[src/ubx_fp_pkg.sv]
// Shared types and constants for the frame parser.
`timescale 1ns / 1ps
`default_nettype none
package ubx_fp_pkg;

  localparam int UFP_BUF_DEPTH = 256;

  localparam logic [7:0] UFP_SYNC_FIRST_RST  = 8'd181;
  localparam logic [7:0] UFP_SYNC_SECOND_RST = 8'd98;

  localparam logic [0:0] CFG_SYNC_FIRST  = 1'd0;
  localparam logic [0:0] CFG_SYNC_SECOND = 1'd1;

  localparam logic [0:0] KIND_RX   = 1'b0;
  localparam logic [0:0] KIND_READ = 1'b1;

  localparam logic [1:0] RK_GOOD     = 2'd0;
  localparam logic [1:0] RK_BADSUM   = 2'd1;
  localparam logic [1:0] RK_OVERSIZE = 2'd2;
  localparam logic [1:0] RK_READ     = 2'd3;

  typedef struct packed {
    logic [1:0] result_kind;
    logic [7:0] class_byte;
    logic [7:0] msg_ident;
    logic [8:0] frame_length;
    logic [7:0] read_data;
  } ufp_res_t;

endpackage
`default_nettype wire

[src/ubx_fp_ram.sv]
// Generic single-port-write, single-port-read RAM with registered read data.
`timescale 1ns / 1ps
`default_nettype none
module ubx_fp_ram #(
  parameter int WIDTH = 8,
  parameter int DEPTH = 256
) (
  input  wire logic                     clk,
  input  wire logic                     we,
  input  wire logic [$clog2(DEPTH)-1:0] waddr,
  input  wire logic [WIDTH-1:0]         wdata,
  input  wire logic [$clog2(DEPTH)-1:0] raddr,
  output logic      [WIDTH-1:0]         rdata
);

  logic [WIDTH-1:0] mem [DEPTH];

  always_ff @(posedge clk) begin
    if (we) begin
      mem[waddr] <= wdata;
    end
    rdata <= mem[raddr];
  end

endmodule
`default_nettype wire

[src/ubx_fp_parser.sv]
// Frame parser state machine, checksum and payload store access.
`timescale 1ns / 1ps
`default_nettype none
module ubx_fp_parser #(
  parameter int BUF_DEPTH = ubx_fp_pkg::UFP_BUF_DEPTH
) (
  input  wire logic                         clk,
  input  wire logic                         rst_n,
  input  wire logic                         acc,
  input  wire logic                         kind,
  input  wire logic [7:0]                   rx_byte,
  input  wire logic [7:0]                   read_index,
  input  wire logic [7:0]                   sync_first,
  input  wire logic [7:0]                   sync_second,
  output logic                              ram_we,
  output logic [$clog2(BUF_DEPTH)-1:0]      ram_waddr,
  output logic [7:0]                        ram_wdata,
  output logic [$clog2(BUF_DEPTH)-1:0]      ram_raddr,
  input  wire logic [7:0]                   ram_rdata,
  output logic                              res_valid,
  output ubx_fp_pkg::ufp_res_t              res
);
  import ubx_fp_pkg::*;

  localparam int AW = $clog2(BUF_DEPTH);
  localparam int LW = $clog2(BUF_DEPTH + 1);
  localparam int IW = (AW > 8) ? AW : 8;
  localparam logic [IW:0] IDX_LIMIT = (IW+1)'(BUF_DEPTH);

  localparam logic [3:0] PH_SYNC1   = 4'd0;
  localparam logic [3:0] PH_SYNC2   = 4'd1;
  localparam logic [3:0] PH_CLASS   = 4'd2;
  localparam logic [3:0] PH_IDENT   = 4'd3;
  localparam logic [3:0] PH_LEN_LO  = 4'd4;
  localparam logic [3:0] PH_LEN_HI  = 4'd5;
  localparam logic [3:0] PH_PAYLOAD = 4'd6;
  localparam logic [3:0] PH_CK_A    = 4'd7;
  localparam logic [3:0] PH_CK_B    = 4'd8;

  logic [3:0]    phase_r, phase_nxt;
  logic [7:0]    class_r, class_nxt;
  logic [7:0]    ident_r, ident_nxt;
  logic [7:0]    len_lo_r, len_lo_nxt;
  logic [LW-1:0] exp_len_r, exp_len_nxt;
  logic [LW-1:0] count_r, count_nxt;
  logic [7:0]    sum_a_r, sum_a_nxt;
  logic [7:0]    sum_b_r, sum_b_nxt;

  logic          p_valid_r, p_valid_nxt;
  logic          p_rd_ok_r, p_rd_ok_nxt;
  ufp_res_t      p_res_r, p_res_nxt;

  logic [7:0]    add_a;
  logic [15:0]   full_len;
  logic [15:0]   exp_len16;
  logic [LW-1:0] count_inc;
  logic [IW-1:0] idx_ext;

  assign add_a     = sum_a_r + rx_byte;
  assign full_len  = {rx_byte, len_lo_r};
  assign exp_len16 = 16'(exp_len_r);
  assign count_inc = count_r + LW'(1);
  assign idx_ext   = IW'(read_index);

  assign ram_raddr = idx_ext[AW-1:0];
  assign ram_waddr = count_r[AW-1:0];
  assign ram_wdata = rx_byte;
  assign ram_we    = acc && (kind == KIND_RX) && (phase_r == PH_PAYLOAD);

  always_comb begin
    phase_nxt   = phase_r;
    class_nxt   = class_r;
    ident_nxt   = ident_r;
    len_lo_nxt  = len_lo_r;
    exp_len_nxt = exp_len_r;
    count_nxt   = count_r;
    sum_a_nxt   = sum_a_r;
    sum_b_nxt   = sum_b_r;
    p_valid_nxt = 1'b0;
    p_rd_ok_nxt = 1'b0;
    p_res_nxt   = '0;
    p_res_nxt.class_byte   = class_r;
    p_res_nxt.msg_ident    = ident_r;
    p_res_nxt.frame_length = exp_len16[8:0];
    if (acc) begin
      if (kind == KIND_READ) begin
        p_valid_nxt           = 1'b1;
        p_rd_ok_nxt           = {1'b0, idx_ext} < IDX_LIMIT;
        p_res_nxt             = '0;
        p_res_nxt.result_kind = RK_READ;
      end else begin
        case (phase_r)
          PH_SYNC2: begin
            if (rx_byte == sync_second) begin
              phase_nxt = PH_CLASS;
            end else if (rx_byte == sync_first) begin
              phase_nxt = PH_SYNC2;
            end else begin
              phase_nxt = PH_SYNC1;
            end
          end
          PH_CLASS: begin
            class_nxt = rx_byte;
            sum_a_nxt = rx_byte;
            sum_b_nxt = rx_byte;
            phase_nxt = PH_IDENT;
          end
          PH_IDENT: begin
            ident_nxt = rx_byte;
            sum_a_nxt = add_a;
            sum_b_nxt = sum_b_r + add_a;
            phase_nxt = PH_LEN_LO;
          end
          PH_LEN_LO: begin
            len_lo_nxt = rx_byte;
            sum_a_nxt  = add_a;
            sum_b_nxt  = sum_b_r + add_a;
            phase_nxt  = PH_LEN_HI;
          end
          PH_LEN_HI: begin
            sum_a_nxt = add_a;
            sum_b_nxt = sum_b_r + add_a;
            count_nxt = '0;
            if (full_len > 16'(BUF_DEPTH)) begin
              exp_len_nxt            = '0;
              phase_nxt              = PH_SYNC1;
              p_valid_nxt            = 1'b1;
              p_res_nxt.result_kind  = RK_OVERSIZE;
              p_res_nxt.frame_length = '0;
            end else begin
              exp_len_nxt = full_len[LW-1:0];
              phase_nxt   = (full_len == 16'd0) ? PH_CK_A : PH_PAYLOAD;
            end
          end
          PH_PAYLOAD: begin
            sum_a_nxt = add_a;
            sum_b_nxt = sum_b_r + add_a;
            count_nxt = count_inc;
            if (count_inc >= exp_len_r) begin
              phase_nxt = PH_CK_A;
            end
          end
          PH_CK_A: begin
            if (rx_byte != sum_a_r) begin
              phase_nxt             = PH_SYNC1;
              p_valid_nxt           = 1'b1;
              p_res_nxt.result_kind = RK_BADSUM;
            end else begin
              phase_nxt = PH_CK_B;
            end
          end
          PH_CK_B: begin
            phase_nxt             = PH_SYNC1;
            p_valid_nxt           = 1'b1;
            p_res_nxt.result_kind = (rx_byte == sum_b_r) ? RK_GOOD : RK_BADSUM;
          end
          default: begin
            phase_nxt = (rx_byte == sync_first) ? PH_SYNC2 : PH_SYNC1;
          end
        endcase
      end
    end
  end

  always_ff @(posedge clk) begin
    if (!rst_n) begin
      phase_r   <= PH_SYNC1;
      class_r   <= '0;
      ident_r   <= '0;
      len_lo_r  <= '0;
      exp_len_r <= '0;
      count_r   <= '0;
      sum_a_r   <= '0;
      sum_b_r   <= '0;
      p_valid_r <= 1'b0;
    end else begin
      phase_r   <= phase_nxt;
      class_r   <= class_nxt;
      ident_r   <= ident_nxt;
      len_lo_r  <= len_lo_nxt;
      exp_len_r <= exp_len_nxt;
      count_r   <= count_nxt;
      sum_a_r   <= sum_a_nxt;
      sum_b_r   <= sum_b_nxt;
      p_valid_r <= p_valid_nxt;
    end
  end

  always_ff @(posedge clk) begin
    p_rd_ok_r <= p_rd_ok_nxt;
    p_res_r   <= p_res_nxt;
  end

  // store read data comes from the registered RAM output, in step with p_res_r
  always_comb begin
    res           = p_res_r;
    res.read_data = p_rd_ok_r ? ram_rdata : 8'd0;
  end
  assign res_valid = p_valid_r;

endmodule
`default_nettype wire

[src/ubx_fp_outq.sv]
// Three-entry result queue decoupling the parser from the output channel.
`timescale 1ns / 1ps
`default_nettype none
module ubx_fp_outq (
  input  wire logic                 clk,
  input  wire logic                 rst_n,
  input  wire logic                 push,
  input  wire ubx_fp_pkg::ufp_res_t push_data,
  output logic                      out_valid,
  input  wire logic                 out_ready,
  output ubx_fp_pkg::ufp_res_t      out_data,
  output logic                      in_ready
);
  import ubx_fp_pkg::*;

  ufp_res_t   q_r [3];
  logic [1:0] wr_r, wr_nxt;
  logic [1:0] rd_r, rd_nxt;
  logic [1:0] cnt_r, cnt_nxt;
  logic       pop;
  logic [2:0] credit_used;

  assign out_valid   = cnt_r != 2'd0;
  assign out_data    = q_r[rd_r];
  assign pop         = out_valid && out_ready;
  // an item in the parser's output stage already holds a slot
  assign credit_used = 3'(cnt_r) + 3'(push);
  assign in_ready    = credit_used < 3'd3;

  always_comb begin
    wr_nxt  = wr_r;
    rd_nxt  = rd_r;
    cnt_nxt = cnt_r;
    if (push) begin
      wr_nxt = (wr_r == 2'd2) ? 2'd0 : wr_r + 2'd1;
    end
    if (pop) begin
      rd_nxt = (rd_r == 2'd2) ? 2'd0 : rd_r + 2'd1;
    end
    if (push && !pop) begin
      cnt_nxt = cnt_r + 2'd1;
    end else if (pop && !push) begin
      cnt_nxt = cnt_r - 2'd1;
    end
  end

  always_ff @(posedge clk) begin
    if (!rst_n) begin
      wr_r  <= '0;
      rd_r  <= '0;
      cnt_r <= '0;
    end else begin
      wr_r  <= wr_nxt;
      rd_r  <= rd_nxt;
      cnt_r <= cnt_nxt;
    end
  end

  always_ff @(posedge clk) begin
    if (push) begin
      q_r[wr_r] <= push_data;
    end
  end

endmodule
`default_nettype wire

[src/ubx_frame_parser.sv]
// Top level of the byte-serial binary frame parser.
`timescale 1ns / 1ps
`default_nettype none
// Takes one word per cycle while in_tready is high: a received byte (tuser 0)
// or a read of the payload store (tuser 1). Frames are sync, sync, class, id,
// 16-bit little-endian length, payload, check A, check B; the Fletcher-8 check
// covers class to the end of the payload. Payload bytes go to a BUF_DEPTH-byte
// RAM; a read word returns the byte at read_index, or 0 at or beyond BUF_DEPTH.
// Reads of entries not written since reset return undefined data. One result
// word is produced per good frame, bad check, oversize length or read, passing
// through the parser's output register (beside the RAM read) and the result
// queue. Sustained rate is one word per cycle while out_tready drains results;
// a three-entry queue keeps in_tready high while results wait and drops it only
// when the queue and the parser's output stage together hold three results.
module ubx_frame_parser #(
  parameter int BUF_DEPTH = ubx_fp_pkg::UFP_BUF_DEPTH
) (
  input  wire logic        clk,
  input  wire logic        rst_n,
  input  wire logic        in_tvalid,
  output logic             in_tready,
  input  wire logic [15:0] in_tdata,   // rx_byte[7:0], read_index[15:8]
  input  wire logic [0:0]  in_tuser,   // kind[0]
  output logic             out_tvalid,
  input  wire logic        out_tready,
  // class_byte[7:0], msg_ident[15:8], frame_length[24:16], read_data[32:25]
  output logic [39:0]      out_tdata,
  output logic [1:0]       out_tuser,  // result_kind[1:0]
  input  wire logic        cfg_we,
  input  wire logic [0:0]  cfg_index,
  input  wire logic [7:0]  cfg_wdata
);
  import ubx_fp_pkg::*;

  localparam int AW = $clog2(BUF_DEPTH);

  logic          acc;
  logic [7:0]    sync_first_r, sync_first_nxt;
  logic [7:0]    sync_second_r, sync_second_nxt;
  logic          ram_we;
  logic [AW-1:0] ram_waddr;
  logic [7:0]    ram_wdata;
  logic [AW-1:0] ram_raddr;
  logic [7:0]    ram_rdata;
  logic          res_valid;
  ufp_res_t      res;
  ufp_res_t      q_data;

  assign acc = in_tvalid && in_tready;

  always_comb begin
    sync_first_nxt  = sync_first_r;
    sync_second_nxt = sync_second_r;
    if (cfg_we) begin
      case (cfg_index)
        CFG_SYNC_FIRST:  sync_first_nxt  = cfg_wdata;
        CFG_SYNC_SECOND: sync_second_nxt = cfg_wdata;
        default: ;
      endcase
    end
  end

  always_ff @(posedge clk) begin
    if (!rst_n) begin
      sync_first_r  <= UFP_SYNC_FIRST_RST;
      sync_second_r <= UFP_SYNC_SECOND_RST;
    end else begin
      sync_first_r  <= sync_first_nxt;
      sync_second_r <= sync_second_nxt;
    end
  end

  ubx_fp_parser #(
    .BUF_DEPTH(BUF_DEPTH)
  ) u_parser (
    .clk        (clk),
    .rst_n      (rst_n),
    .acc        (acc),
    .kind       (in_tuser[0]),
    .rx_byte    (in_tdata[7:0]),
    .read_index (in_tdata[15:8]),
    .sync_first (sync_first_r),
    .sync_second(sync_second_r),
    .ram_we     (ram_we),
    .ram_waddr  (ram_waddr),
    .ram_wdata  (ram_wdata),
    .ram_raddr  (ram_raddr),
    .ram_rdata  (ram_rdata),
    .res_valid  (res_valid),
    .res        (res)
  );

  ubx_fp_ram #(
    .WIDTH(8),
    .DEPTH(BUF_DEPTH)
  ) u_store (
    .clk  (clk),
    .we   (ram_we),
    .waddr(ram_waddr),
    .wdata(ram_wdata),
    .raddr(ram_raddr),
    .rdata(ram_rdata)
  );

  ubx_fp_outq u_outq (
    .clk      (clk),
    .rst_n    (rst_n),
    .push     (res_valid),
    .push_data(res),
    .out_valid(out_tvalid),
    .out_ready(out_tready),
    .out_data (q_data),
    .in_ready (in_tready)
  );

  assign out_tuser = q_data.result_kind;
  assign out_tdata = {7'd0, q_data.read_data, q_data.frame_length,
                      q_data.msg_ident, q_data.class_byte};

endmodule
`default_nettype wire

[config.mk]
export PLATFORM = sky130hd
export DESIGN_NAME = ubx_frame_parser
export DESIGN_NICKNAME = d
export VERILOG_FILES = /design/src/ubx_fp_pkg.sv /design/src/ubx_fp_ram.sv /design/src/ubx_fp_parser.sv /design/src/ubx_fp_outq.sv /design/src/ubx_frame_parser.sv
export SDC_FILE = /design/constraint.sdc
export NUM_CORES = 2
export LEC_CHECK = 0
export BUFFER_PORTS_ARGS = -buffer_cell sky130_fd_sc_hd__buf_4
export CAP_MARGIN = 5
export CORE_ASPECT_RATIO = 0.6
export CORE_MARGIN = 4
export CORE_UTILIZATION = 35
export CTS_CLUSTER_DIAMETER = 30
export DETAILED_ROUTE_END_ITERATION = 7
export GPL_TIMING_DRIVEN = 0
export PLACE_DENSITY = 0.5
export SYNTH_ARGS = -nofsm -noshare
export SYNTH_HDL_FRONTEND = slang
export SYNTH_HIERARCHICAL = 1
export SYNTH_SLANG_ARGS = --single-unit
[constraint.sdc]
create_clock -name clk -period 8.8 [get_ports clk]
set_input_delay 0.44 -clock clk [delete_from_list [all_inputs] [get_ports clk]]
set_output_delay 0.44 -clock clk [all_outputs]
set_load 0.01 [all_outputs]
**Yosys cells after proc, flatten, opt, wreduce, memory -nomap -nowiden**

Memories as Yosys holds them, arrays and structs flattened. A register that Yosys moved wholly into a read port is not among the register bits.
Cells that the tools add are included.
W data, S select, Z words.

- Flip-flop bits (word level): 113
- Memory bits (writable): 2,153
- Input port bits: 31
- Output and inout bits: 44
- Memories kept: 2

- Add/subtract/negate cells: 8
- Order comparisons: 3
- Equality and inequality tests: 15
- Multiplexer cells: 37
- Bitwise gates (word level): 2
- Reduce and logical (&&, ||, !) cells: 24

Memory list:

| name | depth | width | rd ports | clocked after memory_dff | write ports | RTL line | source |
|---|---|---|---|---|---|---|---|
| u_store.mem | 256 | 8 | 1 | 1 | 1 | ubx_fp_ram.sv:16 | `logic [WIDTH-1:0] mem [DEPTH];` |
| u_outq.q_r | 3 | 35 | 1 | 1 | 1 | ubx_fp_outq.sv:16 | `ufp_res_t q_r [3];` |

Operator list:

| operator | count |
|---|---|
| $mux W9 | 4 |
| $mux W33 | 1 |
| $pmux W4 S8 | 1 |
| $pmux W8 S2 | 2 |
| $eq A8 B8 Y1 | 3 |
| $reduce_and A3 Y1 | 7 |
| $pmux W9 S2 | 1 |
| $add A8 B8 Y8 | 2 |
| $eq A4 B3 Y1 const B | 4 |
| $gt A16 B9 Y1 const B | 1 |
| $logic_not A16 Y1 | 1 |
| $mux W16 | 1 |
| $mux W2 | 8 |
| $mux W4 | 4 |
| $mux W1 | 12 |
| $add A9 B1 Y9 const B | 1 |
| $ge A9 B9 Y1 | 1 |
| $eq A4 B2 Y1 const B | 2 |
| $mux W8 | 1 |
| $ne A8 B8 Y1 | 1 |
| $reduce_bool A2 Y1 | 4 |
| $add A2 B1 Y2 const B | 3 |
| $logic_and A1 B1 Y1 | 6 |
| $pmux W2 S3 | 1 |
| other kinds (12) | 17 |

**Logic depth before layout (Yosys ltp)**

- Depth in word-level cells: 7
- Depth in mapped cells: 14
- Depth with buffers taken out: 14

**Cells and area by module**

Netlist, hierarchy kept.

By module, submodules not included:

| module | instances | cells an instance | area an instance (µm²) | sequential area each (µm²) |
|---|---|---|---|---|
| ubx_fp_ram | 1 | 3,733 | 79,556.3 | 61,659.1 |
| ubx_fp_parser | 1 | 551 | 4,848.4 | 1,821.7 |
| ubx_fp_outq | 1 | 257 | 4,226.6 | 3,313.2 |
| ubx_frame_parser | 1 | 81 | 730.7 | 320.3 |

**Worst setup path after synthesis**

OpenSTA, ideal clock, no wires.

- Path type: register -> register
- From: register u_parser.p_valid_r (netlist: u_parser/res_valid)
- To: memory u_store.mem[234][0] (enable)
- Library setup time: 0.370 ns
- Arrival: 3.236 ns
- Data required time: 8.430 ns
- Slack: 5.193 ns
- Cell stages (with the launch flop): 14
- Path buffers: 4
- Cells stage by stage: dfxtp_1 ha_1 ha_1 a21oi_1 and2_1 nor2b_1 buf_2 nand2b_1 inv_2 clkbuf_1 buf_1 nand3_1 clkbuf_1 nor2_1

- Cells in the longest elaborated chain, start to end: 7

Ends and longest elaborated chain:

| what | RTL line | source |
|---|---|---|
| from (decl) | ubx_fp_parser.sv:49 | `logic p_valid_r, p_valid_nxt;` |
| from (signal assigned) | ubx_fp_parser.sv:185 | `p_valid_r <= p_valid_nxt;` |
| $add A2 B1 Y3 | ubx_fp_outq.sv:27 | `assign credit_used = 3'(cnt_r) + 3'(push);` |
| $lt A3 B2 Y1 | ubx_fp_outq.sv:28 | `assign in_ready = credit_used < 3'd3;` |
| net in_tready | ubx_frame_parser.sv:21 | `output logic in_tready,` |
| $logic_and A1 B1 Y1 | ubx_frame_parser.sv:49 | `assign acc = in_tvalid && in_tready;` |
| net acc | ubx_frame_parser.sv:37 | `logic acc;` |
| $logic_and A1 B1 Y1 (2 in series) | ubx_fp_parser.sv:68 | `assign ram_we = acc && (kind == KIND_RX) && (phase_r == PH_PAYLOAD);` |
| net ram_we | ubx_frame_parser.sv:40 | `logic ram_we;` |
| $mux W1 | ubx_fp_ram.sv:19 | `if (we) begin` |
| $mux W1 (not written as such) | ubx_fp_ram.sv:20 | `mem[waddr] <= wdata;` |
| to (decl) | ubx_fp_ram.sv:16 |  |

The timed path passes the listed nets, and every way through them passes these cells.

**Worst setup path after layout**

- From: register u_parser.p_valid_r (netlist: u_parser/res_valid)
- To: memory u_store.mem[72][7] (enable)

- Cells in the longest elaborated chain, start to end: 7

Ends and longest elaborated chain:

| what | RTL line |
|---|---|
| $add A2 B1 Y3 | ubx_fp_outq.sv:27 |
| $lt A3 B2 Y1 | ubx_fp_outq.sv:28 |
| $logic_and A1 B1 Y1 | ubx_frame_parser.sv:49 |
| net acc | ubx_frame_parser.sv:37 |
| $logic_and A1 B1 Y1 (2 in series) | ubx_fp_parser.sv:68 |
| net ram_we | ubx_frame_parser.sv:40 |
| $mux W1 | ubx_fp_ram.sv:19 |
| $mux W1 (not written as such) | ubx_fp_ram.sv:20 |

The timed path passes the listed nets, and every way through them passes these cells.

==> flow_summary_export.csv <==
group,metric,value,unit
run_status,status,"completed",
pwr,switching_share,0.2316,
drt,vias,50900,
flow_run,drv_cap,0,
layout,drive_gt1_frac,0.2565,
drt,drtAntennaViolNets,0,
floorplan,initial_core_util,0.3525,
cts,clk_pin_slew_worst_paths,60,ps
synth,syn_avg_cell_area,19.33,um2
sta,finalCritPeriodShare,0.6608,
synth,yosys_warnings,6,
worst_hold_path,whs_path_depth,1,
floorplan,die_area,263700,um2
global_routing,grt_pass1_wl,408.0,mm
cts,clock_latency,870,ps
global_routing,grt_overflow,0,
drt,totalWireLength,303.3,mm
sta,max_freq,0.1720,GHz
synth,ys_seq_area_frac,0.7510,
setup_path,r2r_end,"u_store/mem[72][7]",
synth,synth-seq-cells,2276,
synth,ys.flop_type,"edfxtp_1",
cts,cts_resized,0,
placement,hpwl,208.4,mm
global_routing,grt_pass1_vias,47558,
synth,synth_area_leaders,"edfxtp_1 72%, mux4_2 11%, dfxtp_1 2.8%",
global_routing,track_usage,0.2262,
sta,period_needed,5815,ps
global_routing,antenna_found_initial,30,
pwr,comb_power_share,0.055,
floorplan,num_rows,143,
layout,syn_to_final_growth,19.86,%
pwr,seq_power_share,0.433,
drt,drc,0,
placement,place_ws,3167,ps
sta,final.setup.tns,0,ps
setup_path,worstReg2RegStart,"u_parser/res_valid",
synth,yosysTopAreaCell,"edfxtp_1",
pwr,p_int,21070,uW
worst_hold_path,min_to,"u_store/mem[230][7]",
setup_path,critPathKind,"flop to flop",
placement,numPortBuffers,58,
layout,fin_area,107100,um2
sta,worst_slack,2985,ps
setup_path,crit_arrival,6270,ps
cts,htreeDepth,5,
sta,tightest_slew,1473,ps
sta,finalHoldViolCount,0,
setup_path,path_max_fanout,12,
pwr,p_clk_frac,0.511,
sta,rsz0062_at_grt,"false",
pwr,switchingPower,6353,uW
drt,vias_per_cell,5.791,
layout,fin_nets,5156,
drt,post_drt_wl_per_cell,34.50,um
placement,place_area,94970,um2
cts,cts_root_buf,"clkbuf_16",
floorplan,die_h,399.4,um
sta,relSlewSlack,0.01781,
layout,fin_cells,8790,
setup_path,end_kind,"flop",
setup_path,r2r_slack,2980,ps
sta,setup_viol,0,
cts,cts_buffers,347,
sta,drv_slew,0,
setup_path,start_kind,"flop",
setup_path,reg2regPathDepth,13,
worst_hold_path,hold_path.class,"input port to flop",
pwr,powerDensity,256.1,nW/um2
cts,clock_path_buffers,4,
sta,clock-skew-final,47.88,ps
placement,dp.cells,8131,
synth,netlist_instances,4622,
synth,synthDistinctLibCells,89,
worst_hold_path,hp-start,"in_tdata[7]",
floorplan,die_w,660.3,um
floorplan,core_region_area,253500,um2
drt,drt_iter0_markers,8051,
pwr,p_leak,0.03422,uW
synth,syn_area,89360,um2
synth,synth_top_area_share,0.7235,
pwr,ir_worst_vdd,206.1,uV
placement,gp_congestion,0.9115,
cts,cts_tree,"done",
floorplan,num_io_pins,75,
cts,cts.sinks,2276,
pwr,total_power,27430,uW
global_routing,grt_max_degree,145,
setup_path,cp.required,9250,ps
synth,async_reset_ff_frac,0,
drt,dr.pass1.iters,6,
synth,synth_edf_count,2153,
[cell usage after synthesis (all sizes together), types with 6 or more instances]
master  instances
edfxtp       2153
mux4          456
nor2          327
mux2i         194
buf           179
a21oi         144
a22oi         136
clkbuf        130
nand2         128
dfxtp         123
o21ai          79
nand3          61
o221ai         48
and2           42
nor2b          37
xnor2          37
nor4           33
nor3           29
o22ai          29
ha             28
inv            27
a211oi         21
o211ai         20
nand4          19
a221oi         14
nand2b         14
nand3b         11
a22o            8
xor2            8
a21boi          6
a21o            6
[metrics by stage]
step	hold slack [ps]	utilization
5_1_grt	32.63	0.4224
4_1_cts	10.04	0.4222
3_5_place_dp	438.1	0.3746
3_3_place_gp	427.2	0.3711
2_1_floorplan	421.0	-
6_report	57.09	0.4225
[cell type report]
type                       count  area (um2)
fill                       22181      146400
sequential                  2276       67110
multi-input combinational   2015       20310
clock buffer                 382        9101
tap                         3407        4263
clock inverter               249        2793
buffer                       309        2038
timing repair buffer         118        1374
inverter                      28       105.1
antenna                        6       15.01
[worst max path at each step]
stage                                  start                   to  depth (start not counted)
after floorplan           u_parser/res_valid  u_store/mem[234][0]                         13
after global placement          in_tdata[10]     u_store/rdata[4]                          8
after detailed placement  u_parser/res_valid   u_store/mem[64][3]                         13
after CTS                 u_parser/res_valid   u_store/mem[64][4]                         13
after global routing      u_parser/res_valid   u_store/mem[64][2]                         13
final                     u_parser/res_valid   u_store/mem[72][7]                         13
[layout by cell type (no fill, tap or decap), types with 28 or more instances in the layout]
master and n:
a21oi_1 142, a22oi_1 136, and2_1 42, buf_2 55, buf_4 122, buf_6 33, bufinv_16 37, clkbuf_1 124
clkbuf_16 360, clkinv_2 33, clkinv_4 37, clkinvlp_4 35, dfxtp_1 123, edfxtp_1 2153, ha_1 28, inv_6 51
mux2i_1 194, mux4_2 454, nand2_1 126, nand3_1 61, nor2_1 321, nor2b_1 37, o21ai_0 32, o21ai_1 45
o221ai_1 47, o22ai_1 29, xnor2_1 37
[registers in the layout, indices dropped and copies added, names as in the netlist, 9 cells and up, named ones only]
signal / count
u_parser/res: 27
u_outq/q_r: 105
u_store/mem: 2048
u_parser/exp_len_r: 9
u_parser/count_r: 9
[power groups by stage]
stage	logic [uW]	clock network (uW)	registers, uW
2_1_floorplan	759	0	12100
3_3_place_gp	1430	0	12100
3_5_place_dp	1470	0	12100
4_1_cts	1480	14200	11900
5_1_grt	1550	14800	11900
6_report	1510	14000	11900
[logic make-up (layout without fill, tap and decap cells)]
logic type | after synthesis | in the layout | share of synthesized area
and+or+nand+nor | 730 | 730 | 0.03839
AOI/OAI and AO/OA | 552 | 552 | 0.04205
DFF | 2276 | 2276 | 0.7510
xor gates and xnor gates | 45 | 45 | 0.004410
buffers and inverters | 337 | 1086 | 0.02284
adders and majority gates | 30 | 30 | 0.004369
other | 1 | 13 | 0.00004196
muxes | 651 | 651 | 0.1369
[critical path: stages, from the launching register on]
cell      delay [ps]
dfxtp_1          520
ha_1             210
ha_1             230
a21oi_1          200
and2_1           370
nor2b_1          180
buf_2            220
nand2b_1         240
inv_2            230
clkbuf_1         510
buf_1            370
nand3_1          400
clkbuf_2         720
nor2_1          1000
[what timing repair did]
item	4_1_cts	5_1_grt
hold buffers	18	0
buffers inserted	0	0
hold endpoints to repair	29	0
[routing by layer]
metal / wire (um) / global-route usage
met1: 140900 / 0.3682
met2: 112900 / 0.2761
met5: 27 / 0
met3: 43210 / 0.08567
met4: 6233 / 0.04870
Note: power is estimated with default switching activity, not from simulation.
